[src/rtl/arts_pkg.sv]
// ============================================================================
// arts_pkg: shared types and constants for the assembly region trimmer
// Holds the register codes, result codes, the job record between the front
// and back parts, and the configuration bundle.
// ============================================================================
package arts_pkg;

    localparam int POS_W   = 31;
    localparam int PAD_W   = 16;
    localparam int CFG_IDX_W  = 3;
    localparam int CFG_DATA_W = 31;
    localparam int JOBQ_DEPTH = 4;

    typedef enum logic [CFG_IDX_W-1:0] {
        CFG_SNP_PADDING   = 3'd0,
        CFG_INDEL_PADDING = 3'd1,
        CFG_EXT_LIMIT     = 3'd2,
        CFG_EMIT_REF_CONF = 3'd3,
        CFG_NO_TRIM       = 3'd4,
        CFG_CONTIG_LENGTH = 3'd5
    } cfg_index_t;

    typedef enum logic [2:0] {
        KIND_VERDICT = 3'd0,
        KIND_SUMMARY = 3'd1,
        KIND_VARIANT = 3'd2,
        KIND_MAXIMUM = 3'd3,
        KIND_IDEAL   = 3'd4,
        KIND_FINAL   = 3'd5,
        KIND_FLANK   = 3'd6
    } span_kind_t;

    typedef enum logic [1:0] {
        STATUS_NONE      = 2'd0,
        STATUS_UNTRIMMED = 2'd1,
        STATUS_TRIMMED   = 2'd2
    } trim_status_t;

    typedef enum logic [0:0] {
        OP_HEADER  = 1'b0,
        OP_VARIANT = 1'b1
    } op_t;

    typedef enum logic [2:0] {
        ST_IDLE,
        ST_SUM,
        ST_VAR,
        ST_MAX,
        ST_IDEAL,
        ST_FINAL,
        ST_PRE,
        ST_POST
    } back_state_t;

    // One classified item, with a snapshot of the region state after it.
    typedef struct packed {
        logic             is_hdr;
        logic             last;
        logic             ov;
        logic [POS_W-1:0] ps;
        logic [POS_W-1:0] pe;
        logic             span_valid;
        logic             non_snp;
        logic [POS_W-1:0] region_lo;
        logic [POS_W-1:0] region_hi;
        logic [POS_W-1:0] span_lo;
        logic [POS_W-1:0] span_hi;
    } arts_job_t;

    typedef struct packed {
        logic full;
        logic empty;
    } jobq_stat_t;

    typedef struct packed {
        logic [PAD_W-1:0] snp_padding;
        logic [PAD_W-1:0] indel_padding;
        logic [PAD_W-1:0] extension_limit;
        logic             emit_ref_confidence;
        logic             no_trim;
        logic [POS_W-1:0] contig_length;
    } arts_cfg_t;

endpackage

[src/rtl/arts_front.sv]
// ============================================================================
// arts_front: item intake and classification
// Keeps the region and the span of overlapping variants, judges each variant
// and hands a job record to the job queue.
// ============================================================================
module arts_front
(
    input  logic                    clk,
    input  logic                    rst_n,
    input  logic                    accept,
    input  logic                    operation,
    input  logic [arts_pkg::POS_W-1:0] pos_start,
    input  logic [arts_pkg::POS_W-1:0] pos_end,
    input  logic                    is_snp,
    input  logic                    last,
    output logic                    job_push,
    output arts_pkg::arts_job_t     job
);
    import arts_pkg::*;

    logic [POS_W-1:0] region_lo_reg, region_lo_next;
    logic [POS_W-1:0] region_hi_reg, region_hi_next;
    logic [POS_W-1:0] span_lo_reg, span_lo_next;
    logic [POS_W-1:0] span_hi_reg, span_hi_next;
    logic             span_valid_reg, span_valid_next;
    logic             non_snp_reg, non_snp_next;
    logic             ov;

    assign ov = (pos_start <= region_hi_reg) && (region_lo_reg <= pos_end);

    always_comb
    begin
        region_lo_next  = region_lo_reg;
        region_hi_next  = region_hi_reg;
        span_lo_next    = span_lo_reg;
        span_hi_next    = span_hi_reg;
        span_valid_next = span_valid_reg;
        non_snp_next    = non_snp_reg;
        if (operation == OP_HEADER)
        begin
            region_lo_next  = pos_start;
            region_hi_next  = pos_end;
            span_lo_next    = '0;
            span_hi_next    = '0;
            span_valid_next = 1'b0;
            non_snp_next    = 1'b0;
        end
        else if (ov)
        begin
            if (!is_snp)
            begin
                non_snp_next = 1'b1;
            end
            if (span_valid_reg)
            begin
                span_lo_next = (pos_start < span_lo_reg) ? pos_start : span_lo_reg;
                span_hi_next = (pos_end > span_hi_reg) ? pos_end : span_hi_reg;
            end
            else
            begin
                span_lo_next = pos_start;
                span_hi_next = pos_end;
            end
            span_valid_next = 1'b1;
        end
    end

    always_comb
    begin
        job.is_hdr     = (operation == OP_HEADER);
        job.last       = last;
        job.ov         = ov;
        job.ps         = pos_start;
        job.pe         = pos_end;
        job.span_valid = span_valid_next;
        job.non_snp    = non_snp_next;
        job.region_lo  = region_lo_next;
        job.region_hi  = region_hi_next;
        job.span_lo    = span_lo_next;
        job.span_hi    = span_hi_next;
    end

    // A header that does not close the region produces no result.
    assign job_push = accept && ((operation == OP_VARIANT) || last);

    always_ff @(posedge clk or negedge rst_n)
    begin
        if (!rst_n)
        begin
            region_lo_reg  <= '0;
            region_hi_reg  <= '0;
            span_lo_reg    <= '0;
            span_hi_reg    <= '0;
            span_valid_reg <= 1'b0;
            non_snp_reg    <= 1'b0;
        end
        else if (accept)
        begin
            region_lo_reg  <= region_lo_next;
            region_hi_reg  <= region_hi_next;
            span_lo_reg    <= span_lo_next;
            span_hi_reg    <= span_hi_next;
            span_valid_reg <= span_valid_next;
            non_snp_reg    <= non_snp_next;
        end
    end

endmodule

[src/rtl/arts_jobq.sv]
// ============================================================================
// arts_jobq: job queue between front and back
// A small circular queue of job records with full and empty status.
// ============================================================================
module arts_jobq
#(
    parameter int DEPTH = arts_pkg::JOBQ_DEPTH
)
(
    input  logic                clk,
    input  logic                rst_n,
    input  logic                push,
    input  arts_pkg::arts_job_t job_in,
    input  logic                pop,
    output arts_pkg::arts_job_t job_out,
    output arts_pkg::jobq_stat_t stat
);
    import arts_pkg::*;

    localparam int PTR_W = (DEPTH > 1) ? $clog2(DEPTH) : 1;
    localparam int CNT_W = $clog2(DEPTH + 1);
    localparam logic [PTR_W-1:0] LAST_PTR = PTR_W'(DEPTH - 1);
    localparam logic [CNT_W-1:0] FULL_CNT = CNT_W'(DEPTH);

    arts_job_t        slot_reg [DEPTH];
    logic [PTR_W-1:0] head_reg, head_next;
    logic [PTR_W-1:0] tail_reg, tail_next;
    logic [CNT_W-1:0] count_reg, count_next;
    logic             do_push, do_pop;

    assign do_push = push && (count_reg != FULL_CNT);
    assign do_pop  = pop && (count_reg != '0);

    always_comb
    begin
        head_next  = head_reg;
        tail_next  = tail_reg;
        count_next = count_reg;
        if (do_push)
        begin
            tail_next = (tail_reg == LAST_PTR) ? '0 : tail_reg + 1'b1;
        end
        if (do_pop)
        begin
            head_next = (head_reg == LAST_PTR) ? '0 : head_reg + 1'b1;
        end
        if (do_push && !do_pop)
        begin
            count_next = count_reg + 1'b1;
        end
        else if (do_pop && !do_push)
        begin
            count_next = count_reg - 1'b1;
        end
    end

    always_ff @(posedge clk or negedge rst_n)
    begin
        if (!rst_n)
        begin
            head_reg  <= '0;
            tail_reg  <= '0;
            count_reg <= '0;
        end
        else
        begin
            head_reg  <= head_next;
            tail_reg  <= tail_next;
            count_reg <= count_next;
        end
    end

    always_ff @(posedge clk)
    begin
        if (do_push)
        begin
            slot_reg[tail_reg] <= job_in;
        end
    end

    assign job_out    = slot_reg[head_reg];
    assign stat.full  = (count_reg == FULL_CNT);
    assign stat.empty = (count_reg == '0);

endmodule

[src/rtl/arts_back.sv]
// ============================================================================
// arts_back: result sequencer
// Takes job records, emits verdict and summary rows, and steps through the
// trimmed span rows one per cycle into the output register while it is free or popped.
// ============================================================================
module arts_back
(
    input  logic                        clk,
    input  logic                        rst_n,
    input  arts_pkg::arts_cfg_t         cfg,
    input  arts_pkg::arts_job_t         job_in,
    input  logic                        job_empty,
    output logic                        job_pop,
    input  logic                        pop,
    output logic                        empty,
    output logic [2:0]                  span_kind,
    output logic                        in_region,
    output logic [1:0]                  status,
    output logic [arts_pkg::PAD_W-1:0]  padding_used,
    output logic [arts_pkg::POS_W-1:0]  span_start,
    output logic [arts_pkg::POS_W-1:0]  span_end,
    output logic                        end_of_run
);
    import arts_pkg::*;

    back_state_t      state_reg, state_next;
    arts_job_t        job_reg;
    logic [PAD_W-1:0] pad_reg;
    trim_status_t     sum_status_reg;
    logic [POS_W-1:0] max_lo_reg, max_hi_reg, id_lo_reg, id_hi_reg;
    logic [POS_W-1:0] fin_lo_reg, fin_hi_reg, c_lo_reg, c_hi_reg;
    logic             pre_reg, post_reg;

    logic             out_valid_reg;
    span_kind_t       out_kind_reg;
    logic             out_inr_reg;
    trim_status_t     out_status_reg;
    logic [PAD_W-1:0] out_pad_reg;
    logic [POS_W-1:0] out_start_reg, out_end_reg;
    logic             out_eor_reg;

    logic             slot_free, take, emit;
    span_kind_t       row_kind;
    logic             row_inr;
    trim_status_t     row_status;
    logic [PAD_W-1:0] row_pad, head_pad;
    logic [POS_W-1:0] row_start, row_end;
    logic             row_eor;

    // Expansion arithmetic, all from the held job.
    logic [POS_W-1:0] max_lo_c, max_hi_c, id_lo_c, id_hi_c, c_lo_c, c_hi_c;
    logic [POS_W:0]   max_sum, id_sum;
    logic [POS_W-1:0] fin_mid_lo, fin_mid_hi;

    assign slot_free = !out_valid_reg || pop;
    assign take      = (state_reg == ST_IDLE) && !job_empty && slot_free;
    assign job_pop   = take;
    assign head_pad  = job_in.non_snp ? cfg.indel_padding : cfg.snp_padding;

    always_comb
    begin
        max_lo_c = (job_reg.region_lo > POS_W'(cfg.extension_limit))
                 ? job_reg.region_lo - POS_W'(cfg.extension_limit) : POS_W'(1);
        max_sum  = {1'b0, job_reg.region_hi} + (POS_W+1)'(cfg.extension_limit);
        max_hi_c = (max_sum > {1'b0, cfg.contig_length})
                 ? cfg.contig_length : max_sum[POS_W-1:0];
        id_lo_c  = (job_reg.span_lo > POS_W'(pad_reg))
                 ? job_reg.span_lo - POS_W'(pad_reg) : POS_W'(1);
        id_sum   = {1'b0, job_reg.span_hi} + (POS_W+1)'(pad_reg);
        id_hi_c  = (id_sum > {1'b0, cfg.contig_length})
                 ? cfg.contig_length : id_sum[POS_W-1:0];
        c_lo_c   = job_reg.span_lo;
        c_hi_c   = job_reg.span_hi;
        if (cfg.emit_ref_confidence)
        begin
            if (job_reg.region_lo > job_reg.span_lo)
            begin
                c_lo_c = job_reg.region_lo;
            end
            if (job_reg.region_hi < job_reg.span_hi)
            begin
                c_hi_c = job_reg.region_hi;
            end
        end
        fin_mid_lo = (max_lo_reg > id_lo_reg) ? max_lo_reg : id_lo_reg;
        fin_mid_hi = (max_hi_reg < id_hi_reg) ? max_hi_reg : id_hi_reg;
    end

    always_comb
    begin
        state_next = state_reg;
        unique case (state_reg)
            ST_IDLE:
            begin
                if (take && !job_in.is_hdr && job_in.last)
                begin
                    if (!job_in.span_valid || cfg.no_trim)
                    begin
                        state_next = ST_SUM;
                    end
                    else
                    begin
                        state_next = ST_VAR;
                    end
                end
            end
            ST_SUM:   if (slot_free) state_next = ST_IDLE;
            ST_VAR:   if (slot_free) state_next = ST_MAX;
            ST_MAX:   if (slot_free) state_next = ST_IDEAL;
            ST_IDEAL: if (slot_free) state_next = ST_FINAL;
            ST_FINAL:
            begin
                if (slot_free)
                begin
                    state_next = pre_reg ? ST_PRE : (post_reg ? ST_POST : ST_IDLE);
                end
            end
            ST_PRE:   if (slot_free) state_next = post_reg ? ST_POST : ST_IDLE;
            ST_POST:  if (slot_free) state_next = ST_IDLE;
            default:  state_next = ST_IDLE;
        endcase
    end

    always_comb
    begin
        emit       = slot_free;
        row_kind   = KIND_VARIANT;
        row_inr    = 1'b0;
        row_status = STATUS_TRIMMED;
        row_pad    = pad_reg;
        row_start  = '0;
        row_end    = '0;
        row_eor    = 1'b0;
        unique case (state_reg)
            ST_IDLE:
            begin
                emit    = take;
                row_pad = head_pad;
                if (job_in.is_hdr)
                begin
                    row_kind   = KIND_SUMMARY;
                    row_status = STATUS_NONE;
                    row_eor    = 1'b1;
                end
                else
                begin
                    row_kind   = KIND_VERDICT;
                    row_inr    = job_in.ov;
                    row_status = STATUS_NONE;
                    row_pad    = '0;
                    row_start  = job_in.ps;
                    row_end    = job_in.pe;
                end
            end
            ST_SUM:
            begin
                row_kind   = KIND_SUMMARY;
                row_status = sum_status_reg;
                row_eor    = 1'b1;
            end
            ST_VAR:
            begin
                row_start = job_reg.span_lo;
                row_end   = job_reg.span_hi;
            end
            ST_MAX:
            begin
                row_kind  = KIND_MAXIMUM;
                row_start = max_lo_reg;
                row_end   = max_hi_reg;
            end
            ST_IDEAL:
            begin
                row_kind  = KIND_IDEAL;
                row_start = id_lo_reg;
                row_end   = id_hi_reg;
            end
            ST_FINAL:
            begin
                row_kind  = KIND_FINAL;
                row_start = fin_lo_reg;
                row_end   = fin_hi_reg;
                row_eor   = !(pre_reg || post_reg);
            end
            ST_PRE:
            begin
                row_kind  = KIND_FLANK;
                row_start = job_reg.region_lo;
                row_end   = c_lo_reg - 1'b1;
                row_eor   = !post_reg;
            end
            ST_POST:
            begin
                row_kind  = KIND_FLANK;
                row_inr   = 1'b1;
                row_start = c_hi_reg + 1'b1;
                row_end   = job_reg.region_hi;
                row_eor   = 1'b1;
            end
            default:
            begin
                emit = 1'b0;
            end
        endcase
    end

    always_ff @(posedge clk or negedge rst_n)
    begin
        if (!rst_n)
        begin
            state_reg     <= ST_IDLE;
            out_valid_reg <= 1'b0;
        end
        else
        begin
            state_reg <= state_next;
            if (emit)
            begin
                out_valid_reg <= 1'b1;
            end
            else if (pop)
            begin
                out_valid_reg <= 1'b0;
            end
        end
    end

    always_ff @(posedge clk)
    begin
        if (take)
        begin
            job_reg        <= job_in;
            pad_reg        <= head_pad;
            sum_status_reg <= cfg.no_trim && job_in.span_valid ? STATUS_UNTRIMMED
                                                               : STATUS_NONE;
        end
        if ((state_reg == ST_VAR) && slot_free)
        begin
            max_lo_reg <= max_lo_c;
            max_hi_reg <= max_hi_c;
            id_lo_reg  <= id_lo_c;
            id_hi_reg  <= id_hi_c;
            c_lo_reg   <= c_lo_c;
            c_hi_reg   <= c_hi_c;
        end
        if ((state_reg == ST_MAX) && slot_free)
        begin
            fin_lo_reg <= (fin_mid_lo < job_reg.span_lo) ? fin_mid_lo : job_reg.span_lo;
            fin_hi_reg <= (fin_mid_hi > job_reg.span_hi) ? fin_mid_hi : job_reg.span_hi;
            pre_reg    <= job_reg.region_lo < c_lo_reg;
            post_reg   <= job_reg.region_hi > c_hi_reg;
        end
        if (emit)
        begin
            out_kind_reg   <= row_kind;
            out_inr_reg    <= row_inr;
            out_status_reg <= row_status;
            out_pad_reg    <= row_pad;
            out_start_reg  <= row_start;
            out_end_reg    <= row_end;
            out_eor_reg    <= row_eor;
        end
    end

    assign empty        = !out_valid_reg;
    assign span_kind    = out_kind_reg;
    assign in_region    = out_inr_reg;
    assign status       = out_status_reg;
    assign padding_used = out_pad_reg;
    assign span_start   = out_start_reg;
    assign span_end     = out_end_reg;
    assign end_of_run   = out_eor_reg;

endmodule

[src/rtl/assembly_region_trim_spans_top.sv]
// ============================================================================
// assembly_region_trim_spans_top: assembly region trimmer
// Judges variant items against a region and reports the trimmed spans.
// ============================================================================
// An accepted item's job goes into the job queue; the back sequencer takes it and registers
// its first result in the output register. Throughput: one item per cycle while results
// are taken; a closing item that trims gives up to seven results, one per cycle from the
// back sequencer. The job queue lets the front keep accepting while the back works.
// Reset clears the region state, the queues and the registers (contig length
// to its maximum); no clearing pass is needed.
module assembly_region_trim_spans_top
#(
    parameter int JOB_QUEUE_DEPTH = arts_pkg::JOBQ_DEPTH
)
(
    input  logic                            clk,
    input  logic                            rst_n,
    input  logic                            cfg_we,
    input  logic [arts_pkg::CFG_IDX_W-1:0]  cfg_index,
    input  logic [arts_pkg::CFG_DATA_W-1:0] cfg_data,
    input  logic                            push,
    output logic                            full,
    input  logic                            operation,
    input  logic [arts_pkg::POS_W-1:0]      pos_start,
    input  logic [arts_pkg::POS_W-1:0]      pos_end,
    input  logic                            is_snp,
    input  logic                            last,
    output logic                            empty,
    input  logic                            pop,
    output logic [2:0]                      span_kind,
    output logic                            in_region,
    output logic [1:0]                      status,
    output logic [arts_pkg::PAD_W-1:0]      padding_used,
    output logic [arts_pkg::POS_W-1:0]      span_start,
    output logic [arts_pkg::POS_W-1:0]      span_end,
    output logic                            end_of_run
);
    import arts_pkg::*;

    arts_cfg_t  cfg_reg;
    arts_job_t  front_job, head_job;
    jobq_stat_t q_stat;
    logic       accept, job_push, job_pop;

    always_ff @(posedge clk or negedge rst_n)
    begin
        if (!rst_n)
        begin
            cfg_reg.snp_padding         <= '0;
            cfg_reg.indel_padding       <= '0;
            cfg_reg.extension_limit     <= '0;
            cfg_reg.emit_ref_confidence <= 1'b0;
            cfg_reg.no_trim             <= 1'b0;
            cfg_reg.contig_length       <= '1;
        end
        else if (cfg_we)
        begin
            unique case (cfg_index)
                CFG_SNP_PADDING:   cfg_reg.snp_padding     <= cfg_data[PAD_W-1:0];
                CFG_INDEL_PADDING: cfg_reg.indel_padding   <= cfg_data[PAD_W-1:0];
                CFG_EXT_LIMIT:     cfg_reg.extension_limit <= cfg_data[PAD_W-1:0];
                CFG_EMIT_REF_CONF: cfg_reg.emit_ref_confidence <= cfg_data[0];
                CFG_NO_TRIM:       cfg_reg.no_trim         <= cfg_data[0];
                CFG_CONTIG_LENGTH: cfg_reg.contig_length   <= cfg_data[POS_W-1:0];
                default:           ;
            endcase
        end
    end

    assign full   = q_stat.full;
    assign accept = push && !q_stat.full;

    arts_front u_front
    (
        .clk       (clk),
        .rst_n     (rst_n),
        .accept    (accept),
        .operation (operation),
        .pos_start (pos_start),
        .pos_end   (pos_end),
        .is_snp    (is_snp),
        .last      (last),
        .job_push  (job_push),
        .job       (front_job)
    );

    arts_jobq #(.DEPTH(JOB_QUEUE_DEPTH)) u_jobq
    (
        .clk     (clk),
        .rst_n   (rst_n),
        .push    (job_push),
        .job_in  (front_job),
        .pop     (job_pop),
        .job_out (head_job),
        .stat    (q_stat)
    );

    arts_back u_back
    (
        .clk          (clk),
        .rst_n        (rst_n),
        .cfg          (cfg_reg),
        .job_in       (head_job),
        .job_empty    (q_stat.empty),
        .job_pop      (job_pop),
        .pop          (pop),
        .empty        (empty),
        .span_kind    (span_kind),
        .in_region    (in_region),
        .status       (status),
        .padding_used (padding_used),
        .span_start   (span_start),
        .span_end     (span_end),
        .end_of_run   (end_of_run)
    );

    // The job queue can never report full and empty together.
    a_q_stat: assert property (@(posedge clk) disable iff (!rst_n)
        !(q_stat.full && q_stat.empty))
        else $error("job queue full and empty at once");

    // A waiting result that is not taken stays available.
    a_hold: assert property (@(posedge clk) disable iff (!rst_n)
        (!empty && !pop) |=> !empty)
        else $error("result dropped without pop");

    // Summary rows always close the run.
    a_summary_eor: assert property (@(posedge clk) disable iff (!rst_n)
        (!empty && span_kind == KIND_SUMMARY) |-> end_of_run)
        else $error("summary row without end of run");

    // Verdict rows never carry a status or close a run.
    a_verdict: assert property (@(posedge clk) disable iff (!rst_n)
        (!empty && span_kind == KIND_VERDICT) |-> (!end_of_run && status == STATUS_NONE))
        else $error("malformed verdict row");

endmodule

[config.mk]
export PLATFORM = sky130hd
export DESIGN_NAME = assembly_region_trim_spans_top
export DESIGN_NICKNAME = d
export VERILOG_FILES = /design/src/rtl/arts_pkg.sv /design/src/rtl/arts_front.sv /design/src/rtl/arts_jobq.sv /design/src/rtl/arts_back.sv /design/src/rtl/assembly_region_trim_spans_top.sv
export SDC_FILE = /design/constraint.sdc
export NUM_CORES = 2
export LEC_CHECK = 0
export BUFFER_PORTS_ARGS = -buffer_cell sky130_fd_sc_hd__buf_4
export CAP_MARGIN = 20
export CORE_MARGIN = 4
export CORE_UTILIZATION = 40
export DETAILED_ROUTE_END_ITERATION = 10
export PLACE_DENSITY = 0.54
export SETUP_SLACK_MARGIN = 0.5
export SLEW_MARGIN = 0
export SYNTH_ARGS = -nofsm -noshare
export SYNTH_HDL_FRONTEND = slang
export SYNTH_SLANG_ARGS = --single-unit
[constraint.sdc]
create_clock -name clk -period 38.6 [get_ports clk]
set_input_delay 5.79 -clock clk [delete_from_list [all_inputs] [get_ports clk]]
set_output_delay 5.79 -clock clk [all_outputs]
set_load 0.05 [all_outputs]
Word level (Yosys, flattened, before mapping)
Memory sizes are Yosys's and may differ from the RTL's.
Cells that the tools add are included.

word-level totals
  register bits after elaboration = 695
  latch bits = 0
  bits of input ports = 104
  output and inout bits = 87
  ROM bits = 0
  RAM bits = 764
  memories = 1

memories
  memory           words  bits a word  rd ports  clocked after Yosys merged registers in  wr ports  RTL line         RTL
  u_jobq.slot_reg  4      191          1         0                                        1         arts_jobq.sv:25  arts_job_t slot_reg [DEPTH];

cells by class
  $mul = 0
  reductions and logical operators = 42
  bitwise operators = 1
  equal/unequal tests = 23
  div/mod/pow operators = 0
  shift operators = 0
  mux-type cells = 60
  magnitude comparators = 16
  $add $sub $neg = 10

operators by type and width
  kind                                                                     count
  31-bit two-way mux                                                       22
  31-bit one-hot mux with 7 select lines                                   2
  31-bit > comparator                                                      5
  31-bit < comparator                                                      5
  31-bit by 16-bit adder with 32-bit output                                2
  32-bit by 31-bit > comparator with 1-bit output                          2
  31-bit by 16-bit > comparator with 1-bit output                          2
  31-bit less-or-equal comparator                                          2
  31-bit by 16-bit subtractor with 31-bit output                           2
  16-bit two-way mux                                                       3
  3-bit two-way mux                                                        11
  31-bit by 1-bit adder with 31-bit output, second input constant          1
  31-bit by 1-bit subtractor with 31-bit output, second input constant     1
  3-bit == test, second input constant                                     7
  3-bit one-hot mux with 7 select lines                                    1
  3-bit one-hot mux with 6 select lines                                    1
  1-bit logical AND                                                        14
  1-bit two-way mux                                                        14
  3-bit by 2-bit == test with 1-bit output, second input constant          4
  2-bit by 1-bit inequality test with 1-bit output, second input constant  6
  2-bit AND reduction                                                      6
  1-bit zero test                                                          9
  3-bit zero test                                                          3
  7-bit AND reduction                                                      1
  other kinds (16)                                                         26

Depth between registers and ports, before layout
  word-level depth = 9
  mapped depth = 20
  mapped depth without buffers = 18

By module
From an unflattened synthesis, not the netlist that was laid out.

unflattened totals
  cells, all modules = 5,556
  area total of the unflattened synthesis = 74,756.7 um^2

modules (own cells, without submodules)
  module                          cells each  times used  seq. area each (um^2)  area each (um^2)
  arts_back                       3,120       1           14,393.8               33,697.3
  arts_jobq                       1,035       1           23,117.2               27,991.8
  arts_front                      1,224       1           3,153.0                9,929.5
  assembly_region_trim_spans_top  177         1           2,065.7                3,138.0

Worst setup path before layout
No wires, ideal clock.

  path type = input to register
  from = in pop
  to = reg u_back.c_hi_reg[0] (enable)
  stages = 2
  required time = 37,640 ps
  path slack = 19,085 ps
  path buffers = 0
  arrival time = 18,556 ps
  library setup time = 960 ps
  path through = nor2_1 -> nor3_1

between the ends
  cells in the longest elaborated chain, start to end = 2

RTL lines
  what                    RTL line                              RTL
  start: declaration      assembly_region_trim_spans_top.sv:29  input logic pop,
  1-bit logical OR        arts_back.sv:55                       assign slot_free = !out_valid_reg || pop;
  1-bit logical AND       arts_back.sv:237                      if ((state_reg == ST_VAR) && slot_free)
  end signal: assignment  arts_back.sv:244                      c_hi_reg <= c_hi_c;
  end: declaration        arts_back.sv:31                       logic [POS_W-1:0] fin_lo_reg, fin_hi_reg, c_lo_reg, c_hi_reg;

No other way between the ends.
A chain may end at the register's enable or synchronous reset.

==> key figures <==
Timing
  • Fin crit share: 0.2309
  • Finish-stage setup viols: 0
  • Final Hold Viols: 0
  • Fin Setup TNS: 0 ns
  • Worst rel slew slack: 0.1460
  • RSZ-0062 raised after global routing: no
  • Slew @ Worst Pin: 1.268 ns
  • Max-slew violations: 0
  • Tmin final: 8.911 ns
  • Final setup skew: 0.03466 ns
  • Peak Freq: 0.1122 GHz
  • WHS: 0.5044 ns

Yosys
  • Ys Warns: 0
  • Mean post-synth cell area: 13.22 µm²
  • Cells after Synth: 5669
  • Ys flop type: edfxtp_1
  • Most numerous cell in the Yosys netlist: edfxtp_1
  • Mapped Nets: 6279
  • Post-synth EDFFs: 1240
  • Mapped Area: 74950 µm²
  • Asr flop ratio synth: 0.1495
  • Synth area leaders: edfxtp_1 50%, ha_1 8.4%, dfrtp_1 6.2%, mux4_2 5.9%, mux2_2 5.9%
  • Yosys top cell area share: 0.4968
  • Post-synth top area cell: edfxtp_1
  • Post-synthesis register bit count: 1458
  • Register area share after synthesis: 0.5701
  • Synth top cells by count: 1240 x edfxtp_1, 501 x ha_1, 414 x inv_1
  • Count of cell types in the netlist: 82

Clock network
  • Worst-path clk slew: 0.06 ns
  • Number of post-CTS setup repair buffers: 0
  • Clock root buffer: clkbuf_16
  • TritonCTS buffer count: 165
  • Htree depth: 4
  • # hold bufs at CTS: 0
  • Cts repair resizes: 0
  • Sink Count: 1458
  • Clock buffer depth: 3
  • CTS tree: built
  • Skew-Pair Late Insertion Delay: 0.82 ns

Critical path
  • Critical path, cell by cell: buf_4, inv_1, ha_1, nand4_1, or4_1, nor4_1, a21o_1, a41o_1, nand2_1, buf_4, inv_2, buf_4, nand3_1, a21oi_1
  • WP data arrival: 9.50 ns
  • Critical path's most frequent cell: buf_4
  • WS Path Type: in2reg
  • Top delay family on crit path: buffers and inverters
  • Worst path slowest cell: buf_4
  • Crit path launch type: input pin
  • Crit-path max cell delay: 0.58 ns
  • CP Max Fanout: 45
  • Worst Path Buf+Inv: 5
  • Required @ worst endpoint: 39.19 ns
  • CP Capture Type: flip-flop

Cells and area
  • Max reg flops: 764
  • Synth-to-layout area growth: 13.44%
  • Final Net Count: 6474
  • Layout cells sized above 1: 0.2006

Power and ir drop
  • Pwr dens: 87.73 nW/µm²
  • Peak VDD IR: 80.23 µV
  • P_leak: 31.37 nW

Routing
  • Routed length per instance: 30.98 µm
  • DRC Markers: 0
  • DR vias: 50797
  • DRT iter0 DRCs: 5658
  • Via/cell ratio: 5.985
  • Detailed Route WL: 262900 µm
  • Drt first pass iters: 8
  • Final ANT Viol Nets: 0

GRT
  • GRT overflow: 0
  • First-pass GRT wire length: 370300 µm
  • Vias in the first global route: 48930
  • Total track usage: 0.2675
  • Largest net degree at the start of global routing: 145
  • Antenna violations before repair: 33

Run status
  • Outcome: finished clean

Placed design
  • I/O Buffers: 190
  • GPL Wtd Cong: 0.9736
  • DP HPWL: 192300 µm

Die
  • Row cnt: 158
  • Initial Utilization: 0.4033
  • I/O pins: 191
  • Total Die Area: 194400 µm²
  • Die span in y: 440.9 µm
  • Die W: 440.9 µm
  • Core area: 185800 µm²

Hold path
  • Hold Path Class: reg2reg

Job
  • Max Cap Violations: 0
==> where the power goes <==
| part | leakage, nW | internal, mW | total (mW) | switching (mW) |
|---|---|---|---|---|
| registers | 14.1 | 2.29 | 2.66 | 0.368 |
| clock network | 2.67 | 0.939 | 1.61 | 0.670 |
| logic | 14.6 | 1.13 | 3.19 | 2.06 |
==> cells in the final DEF, fill, tap and decap left out, drive strengths merged, types with 43 or more instances in the layout <==
cell and instances:
a21o 83, a211oi 43, ha 501, xnor2 128, mux4 196, nor2 164
a21oi 340, inv 425, clkinv 49, o211ai 76, nor3 97, nand2 295
nand3 182, o21ai 381, clkbuf 225, dfrtp 187, mux2i 66, buf 288
nand4 93, edfxtp 1240, mux2 392
==> path summary, 6_finish.rpt <==
kind                       slack, ns                      end                   from  depth (start not counted)
max                            29.69   u_jobq.slot_reg[0][25]            pos_end[21]                         14
min                             0.50              cfg_reg[67]            cfg_reg[67]                          1
max reg2reg                    31.67    u_back.fin_lo_reg[17]  u_back.max_lo_reg[22]                         18
min reg2reg                     0.50              cfg_reg[67]            cfg_reg[67]                          1
max in group asynchronous      31.52       u_jobq.head_reg[1]                  rst_n                          3
min in group asynchronous       4.91  u_front.span_hi_reg[30]                  rst_n                          1
==> logic make-up (layout without fill, tap and decap cells) <==
kind of cell / count (synthesis) / in the layout / share of synthesized area
flops: 1458 / 1458 / 0.5701
compound gates: 1189 / 1189 / 0.09849
simple gates: 1039 / 1039 / 0.06859
buf+inv: 678 / 1007 / 0.03432
mux: 654 / 654 / 0.1266
fa+ha+maj: 506 / 506 / 0.08497
xor+xnor: 145 / 145 / 0.01694
other cells: 0 / 10 / 0
==> metal layers <==
layer | global-route usage | vias to the layer above | part of all wire
li1 | - | 22200 | -
met1 | 0.3821 | 26034 | 0.43
met2 | 0.3972 | 2141 | 0.44
met3 | 0.03777 | 416 | 0.072
met4 | 0.1384 | 6 | 0.060
met5 | 0 | - | 0.00015
==> layout make-up <==
cell class              count  area [µm²]
diodes                     10       25.02
clock buffers             223        4511
clock inverters            78       984.7
fillers                 16734      100800
inverters                 416        1564
multi-input cells        3533       29870
flip-flops and latches   1458       42750
well taps                2480        3103
repair buffers            290        2226
==> per-stage QoR <==
step	power (mW)	worst slack [ns]	cells	utilization	instance area (µm²)
final	7.459	29.69	8488	0.4575	85030
after detailed placement	5.828	28.87	8174	0.4277	79480
after floorplan	4.539	19.08	5669	-	74950
after CTS	7.456	29.75	8475	0.4573	84980
after global placement	5.802	28.89	8173	0.4277	79480
after global routing	7.800	29.41	8485	0.4575	85020
No activity file was read; power rests on OpenSTA's default activity.
